[src/sv/mtr_pkg.sv]
// ----------------------------------------------------------------------------
// mtr_pkg: shared types, constants and helpers of the multitone block
// sequencer states, tone selection, sine polynomial coefficients, rounding
// ----------------------------------------------------------------------------
package mtr_pkg;

  // parameter defaults
  localparam int PHASE_BITS_DEF      = 32;
  localparam int SINE_TABLE_BITS_DEF = 10;

  // shared multiplier operand and product widths
  localparam int OP_W   = 33;
  localparam int PROD_W = 2 * OP_W;

  // 1/(2*pi) in Q0.32
  localparam logic [29:0] INV_TWO_PI_Q32 = 30'd683565276;

  // odd Taylor coefficients of sin(pi/2*x) in Q30
  localparam logic signed [31:0] SIN_K1 = 32'sd1686629713;
  localparam logic signed [31:0] SIN_K3 = -32'sd693598668;
  localparam logic signed [31:0] SIN_K5 = 32'sd85569306;
  localparam logic signed [31:0] SIN_K7 = -32'sd5026994;
  localparam logic signed [31:0] SIN_K9 = 32'sd172272;

  // configuration register indexes
  localparam logic [1:0] CFG_DECAY_RATE     = 2'd0;
  localparam logic [1:0] CFG_INPUT_GAIN     = 2'd1;
  localparam logic [1:0] CFG_TONE_AMPLITUDE = 2'd2;

  // configuration reset values
  localparam logic [15:0] DECAY_RATE_RST     = 16'd655;
  localparam logic [15:0] INPUT_GAIN_RST     = 16'd4096;
  localparam logic [14:0] TONE_AMPLITUDE_RST = 15'd4096;

  typedef enum logic [1:0] {
    TONE_1,
    TONE_2,
    TONE_3,
    TONE_10
  } tone_sel_e;

  typedef enum logic [3:0] {
    ST_IDLE,
    ST_MUL,
    ST_INC,
    ST_TONE,
    ST_X2,
    ST_HORNER,
    ST_SIN,
    ST_SIN_RND,
    ST_AMP,
    ST_GAIN,
    ST_DECAY,
    ST_TERM_RND,
    ST_DT_HI,
    ST_DT_LO,
    ST_STEP_RND,
    ST_UPDATE
  } mtr_state_e;

  // folded sine argument: quarter-wave position in Q30 and sign of the half-wave
  typedef struct packed {
    logic        neg;
    logic [30:0] mag;
  } tone_arg_t;

  // arithmetic shift right by s, rounding half away from zero
  function automatic logic signed [PROD_W-1:0] rnd_shr(input logic signed [PROD_W-1:0] v,
                                                       input int unsigned s);
    logic signed [PROD_W-1:0] half;
    logic signed [PROD_W-1:0] bias;
    half        = '0;
    half[s-1]   = 1'b1;
    bias        = half - $signed({{(PROD_W-1){1'b0}}, v[PROD_W-1]});
    rnd_shr     = (v + bias) >>> s;
  endfunction

  // horner coefficient added after each multiply step, highest order first
  function automatic logic signed [31:0] horner_k(input logic [1:0] idx);
    logic signed [31:0] k;
    case (idx)
      2'd0:    k = SIN_K7;
      2'd1:    k = SIN_K5;
      2'd2:    k = SIN_K3;
      default: k = SIN_K1;
    endcase
    horner_k = k;
  endfunction

endpackage

[src/sv/mtr_tone.sv]
// ----------------------------------------------------------------------------
// mtr_tone: tone argument folding
// scales the phase by the tone multiple and folds it onto a quarter wave
// ----------------------------------------------------------------------------
module mtr_tone import mtr_pkg::*; #(
  parameter int PHASE_BITS      = PHASE_BITS_DEF,
  parameter int SINE_TABLE_BITS = SINE_TABLE_BITS_DEF
) (
  input  logic [PHASE_BITS-1:0] phase_i,
  input  tone_sel_e             sel_i,
  output tone_arg_t             arg_o
);

  localparam int QBITS = SINE_TABLE_BITS - 2;
  localparam int XSHIFT = 32 - SINE_TABLE_BITS;

  logic [PHASE_BITS-1:0]      mphase;
  logic [SINE_TABLE_BITS-1:0] idx;
  logic [1:0]                 quad;
  logic [QBITS-1:0]           frac;
  logic [QBITS:0]             pos;

  // multiple of the phase, wrapping modulo one turn
  always_comb begin
    case (sel_i)
      TONE_1:  mphase = phase_i;
      TONE_2:  mphase = phase_i << 1;
      TONE_3:  mphase = phase_i + (phase_i << 1);
      TONE_10: mphase = (phase_i << 3) + (phase_i << 1);
      default: mphase = phase_i;
    endcase
  end

  assign idx  = mphase[PHASE_BITS-1 -: SINE_TABLE_BITS];
  assign quad = idx[SINE_TABLE_BITS-1 -: 2];
  assign frac = idx[QBITS-1:0];
  // odd quadrants run backwards
  assign pos  = quad[0] ? ({1'b1, {QBITS{1'b0}}} - {1'b0, frac}) : {1'b0, frac};

  assign arg_o.neg = quad[1];
  assign arg_o.mag = {pos, {XSHIFT{1'b0}}};

endmodule

[config.mk]
export PLATFORM = sky130hd
export DESIGN_NAME = mtr_tone
export DESIGN_NICKNAME = d
export VERILOG_FILES = /design/src/sv/mtr_pkg.sv /design/src/sv/mtr_tone.sv
export SDC_FILE = /design/constraint.sdc
export NUM_CORES = 1
export LEC_CHECK = 0
export BUFFER_PORTS_ARGS = -buffer_cell sky130_fd_sc_hd__buf_2
export CAP_MARGIN = 10
export CORE_ASPECT_RATIO = 1.2
export CORE_UTILIZATION = 60
export DETAILED_ROUTE_END_ITERATION = 10
export GPL_TIMING_DRIVEN = 0
export PLACE_DENSITY = 0.94
export SLEW_MARGIN = 20
export SYNTH_ARGS = -nofsm -noshare
export SYNTH_HDL_FRONTEND = slang
export SYNTH_SLANG_ARGS = --single-unit
export TNS_END_PERCENT = 50
[constraint.sdc]
create_clock -name vclk -period 4.6
set_input_delay 0.23 -clock vclk [all_inputs]
set_output_delay 0.23 -clock vclk [all_outputs]
set_load 0.02 [all_outputs]
==> results of run 1 <==
[through the flow]
stage | area (um2) | util [%]
3_3_place_gp | 3290 | 71.0
2_1_floorplan | 3000 | -
3_5_place_dp | 3290 | 71.0
5_1_grt | 3290 | 71.0
4_1_cts | 3290 | 71.0
6_report | 3290 | 71.0
[worst paths after layout]
check	slack [ns]	to	cells past startpoint
worst max-delay path	1.09	arg_o[26]	13
worst min-delay path	1.03	arg_o[31]	6
[cell type report]
cell class	instances	area, um2
Tap cell	58	72.6
Buffer	28	189
Fill cell	397	1340
Inverter	17	63.8
Timing Repair Buffer	43	215
Multi-Input combinational cell	375	2750
[critical path, delay by kind of cell]
kind | cells | cell delay (ns)
compound gates | 6 | 1.46
xor+xnor | 1 | 0.13
simple gates | 2 | 0.53
mux | 1 | 0.35
fa+ha+maj | 1 | 0.28
buf+inv | 2 | 0.31
[logic make-up after synthesis]
group	synth area share (%)
adder cells (fa/ha/maj)	24.4
multiplexers	3.94
other	0.128
AO/OA/AOI/OAI	36.1
AND/OR/NAND/NOR	22.6
XOR/XNOR	4.20
buffers and inverters	8.65
[layer usage]
| metal | part of all wire, % | wire, um | vias to the layer above | GRT usage (%) |
|---|---|---|---|---|
| met5 | 0 | 0 | - | 0 |
| met4 | 1.5 | 114 | 0 | 4.35 |
| met3 | 4.3 | 327 | 15 | 0.581 |
| met2 | 50 | 3760 | 111 | 54.3 |
| met1 | 45 | 3380 | 1500 | 37.8 |
| li1 | - | - | 1628 | - |
[cells in the final DEF, fill, tap and decap left out, types with 4 or more instances in the layout]
| cell type | n |
|---|---|
| ha_1 | 57 |
| buf_2 | 44 |
| a21oi_1 | 41 |
| nand2_1 | 26 |
| nor2_1 | 23 |
| buf_4 | 22 |
| conb_1 | 22 |
| o21ai_0 | 21 |
| inv_1 | 17 |
| nand3_1 | 16 |
| a21o_1 | 13 |
| a31oi_1 | 11 |
| o21a_1 | 10 |
| nor3_1 | 10 |
| xnor2_1 | 9 |
| a211oi_1 | 8 |
| and2_1 | 7 |
| nand4_1 | 7 |
| mux2i_1 | 7 |
| nor2b_1 | 6 |
| and3_1 | 5 |
| xor2_1 | 5 |
| o21bai_1 | 5 |
| nand2b_1 | 5 |
| o211ai_1 | 5 |
| a211o_1 | 5 |
| clkbuf_1 | 4 |
| o2111ai_1 | 4 |
[power breakdown]
| group | switching, uW | internal (uW) | total [uW] | leakage, uW |
|---|---|---|---|---|
| Clock | 0 | 0 | 0 | 0 |
| Sequential | 0 | 0 | 0 | 0 |
| Combinational | 278 | 192 | 470 | 0.00156 |
| Total | 278 | 192 | 470 | 0.00156 |
==> results.md, run 1 <==
* Share of layout cells above drive strength 1 at 19.2%
* Total Power at 470 uW
* Max_slew headroom at 58.8%
* Syn_area_per_cell at 7.32 um2
* First-pass GRT wire length at 12700 um
* Drt total wl at 7590 um
* Slowest CP cell: a2111oi_2
* I/O pins at 66
* Crit path kind: primary input to output pin
* Critical path launch point type: primary input
* Critical Path AT at 3.28 ns
* Global placement routability congestion at 0.909
* Cts hold-fix bufs at 0
* Die Width at 65.7 um
* Inst Count DP at 521
* Layout area overhead at 12.5%
* Worst endpoint required time at 4.37 ns
* Outcome: complete, no violations
* Yosys cell types at 67
* Critical path's largest stage delay at 0.57 ns
* Starting Density at 63.1%
* Setup TNS Final at 0 ns
* RSZ-0062 raised after global routing: false
* Pwr/cell area at 143 mW/mm2
* Worst setup margin at 1.09 ns
* Number of remaining DRC errors at 0
* DRT Pass-1 Iters at 7
* Synth Cell Area at 0.00292 mm2
* CP Cell Sequence: buf_2 > ha_1 > a311o_1 > a21oi_1 > or3_4 > a2111oi_2 > o41ai_4 > a21oi_1 > mux2i_1 > nor2_4 > a31oi_1 > xnor2_1 > buf_2
* Dominant cells by area after synthesis: ha_1 (24%), a21oi_1 (7.0%), buf_4 (5.7%), o21ai_0 (3.6%), a21o_1 (3.3%)
* Period utilisation layout at 76.4%
* Type of the most critical hold path: primary input to output pin
* # rows at 27
* Share of the synthesized area in the top cell type at 24.4%
* Static Leak at 0.00156 uW
* Worst-path fanout max at 8
* Synth top cells by count: ha_1 (57), a21oi_1 (41), nand2_1 (26), nor2_1 (23), buf_4 (22)
* Die Area at 0.00515 mm2
* Post_cts resized at 0
* Hold Vio Cnt, Final at 0
* Clock buffer cells at 0
* Post-DP HPWL at 6400 um
* Register area at 0 um2
* Count leader, synth: ha_1
* Cells after synthesis at 399
* Max_cap viols at 0
* Leading area contributor after synthesis: ha_1
* CORE AREA at 0.00463 mm2
* Final non-filler cell total at 521
* Minimum clock period at 3.51 ns
* Register area share after synthesis at 0%
* CP endpoint kind: output pin
* Seq Cell Count at 0
* Drt wl/cell at 14.6 um
* Synth warnings at 0
* Post-CTS Setup Inserts at 0
* Vias in the first global route at 2922
* Final number of max-transition violations at 0
* Diodes inserted at 0
* Vias per cell at 6.25
* Hold slack at 1.03 ns
* Pre-CTS setup slack at 1.10 ns
* Final setup vio count at 0
* Largest net degree at the start of global routing at 11
* Initial antenna violation count at 0
* Post-route ant nets at 0
* Port Buffers at 43
* DR iter-0 viols at 203
* Max Clk Rate at 0.285 GHz
* GRT Resource Usage Total at 29.5%
* VDD IR max at 0.0706 mV
* Via count at 3254
* Die height at 78.4 um
* Overall overflow remaining after global route at 0
* Crit path from: phase_i[2]
* Slew at the pin with the worst max-slew slack at 0.617 ns
* HP Start: phase_i[31]
* Final Net Count at 556
Power figures use the tool's default switching activity.
==> run 2, diff against run 1 <==
CORE_UTILIZATION = 58   (was 60)
PLACE_DENSITY = 0.92   (was 0.94)
clock period = 3.4 ns   (was 4.6 ns; I/O delays follow)
==> results.md, run 2 (synthesis results as in run 1) <==
* Cts hold-fix bufs at 0
* Starting Density at 61.8%
* Max_cap viols at 0
* DR iter-0 viols at 263
* Post-DP HPWL at 6260 um
* Hold Vio Cnt, Final at 0
* Period utilisation layout at 95.2%
* Static Leak at 0.00156 uW
* GRT Resource Usage Total at 27.5%
* Cell mode on critical path: buf_2
* Most common cell after layout, fill and taps aside: ha_1
* Clock share of power at 0%
* Via count at 3320
* Max Clk Rate at 0.309 GHz
* Psw at 382 uW
* # fillers at 371
* First-pass GRT wire length at 12000 um
* Worst setup margin at 0.164 ns
* Number of remaining DRC errors at 0
* Switching share of power at 59.2%
* Max_slew headroom at 57.7%
* Pwr/cell area at 193 mW/mm2
* Minimum clock period at 3.24 ns
* Post-CTS Setup Inserts at 0
* Worst endpoint required time at 3.23 ns
* Share of layout cells above drive strength 1 at 20.7%
* Die Area at 0.00533 mm2
* Vias in the first global route at 2874
* CP Cell Sequence: buf_2 > ha_1 > nand4_1 > nor3_2 > or4b_4 > a211oi_2 > or4_1 > a41oi_2 > nor2_4 > mux2_1 > buf_2
* Sequential Power Share at 0%
* Register area at 0 um2
* Outcome: complete, no violations
* Multi-input gate area at 0.00280 mm2
* I/O pins at 66
* # rows at 27
* Slowest CP cell: or4b_4
* Diodes inserted at 0
* VDD IR max at 0.0958 mV
* Slew at the pin with the worst max-slew slack at 0.633 ns
* Critical path launch point type: primary input
* Worst-path fanout max at 8
* Final Net Count at 556
* Final number of max-transition violations at 0
* Initial antenna violation count at 0
* CP endpoint kind: output pin
* Critical path's largest stage delay at 0.50 ns
* Port Buffers at 43
* Buf/Inv on CP at 2
* Post-route ant nets at 0
* Final setup vio count at 0
* Die Width at 66.8 um
* Placed Area at 0.00329 mm2
* Family with the most delay on the worst path: simple AND/OR/NAND/NOR gates
* DRT Pass-1 Iters at 6
* Vias per cell at 6.37
* Most frequent cells in the layout: ha_1 (57), buf_2 (44), a21oi_1 (39)
* Seq Cell Count at 0
* Comb pwr share at 100.0%
* Internal power at 263 uW
* Critical Path AT at 3.07 ns
* Overall overflow remaining after global route at 0
* Final Cell Area at 0.00334 mm2
* CORE AREA at 0.00473 mm2
* Global placement routability congestion at 0.896
* Largest net degree at the start of global routing at 11
* Pre-CTS setup slack at 0.0804 ns
* Layout area overhead at 14.3%
* Drt wl/cell at 14.5 um
* Drt total wl at 7550 um
* Die height at 79.7 um
* Crit path kind: primary input to output pin
* Clock buffer cells at 0
* Type of the most critical hold path: primary input to output pin
==> run 2: worst paths after layout <==
check	depth (start not counted)	end	from	slack [ns]
min	6	arg_o[31]	phase_i[31]	0.95
max	11	arg_o[23]	phase_i[21]	0.16
==> run 2: routing by layer <==
layer	global-route usage, %	routed length [um]	up-vias
met4	5.96	174	0
met1	34.6	3290	1489
li1	-	-	1636
met2	49.5	3590	172
met5	0	0	-
met3	2.14	493	23
==> run 2: worst min-delay path, delay by kind of cell <==
kind | cells | cell delay [ns]
compound gates | 2 | 0.13
buf+inv | 2 | 0.27
simple gates | 2 | 0.19
==> run 2: layout make-up <==
cell class                      instances  share of cell area [%]
Inverter                               17                    1.91
Timing Repair Buffer                   43                    6.45
Buffer                                 28                    5.66
Tap cell                               58                    2.17
Multi-Input combinational cell        375                    83.8
==> run 2: power by group through the flow <==
stage	clock network (uW)	registers, uW	logic, uW
4_1_cts	0	0	624
3_3_place_gp	0	0	600
2_1_floorplan	0	0	472
3_5_place_dp	0	0	621
6_report	0	0	645
5_1_grt	0	0	709
==> run 2: per-stage QoR <==
stage | util (%) | hold slack, ns | power (uW) | std cells | setup TNS (ns)
finish | 70.6 | 0.946 | 645 | 521 | 0
CTS | 69.5 | 0.937 | 624 | 521 | 0
floorplan | - | 0.645 | 472 | 420 | 0
detailed placement | 69.5 | 0.935 | 621 | 521 | 0
global route | 70.6 | 0.977 | 709 | 521 | -0.00973
global placement | 69.5 | 0.882 | 600 | 521 | 0
==> run 2: what timing repair did <==
item | CTS | global route
resized for setup | 0 | 10
setup endpoints to repair | 0 | 8
endpoints found under the hold margin | 0 | 0
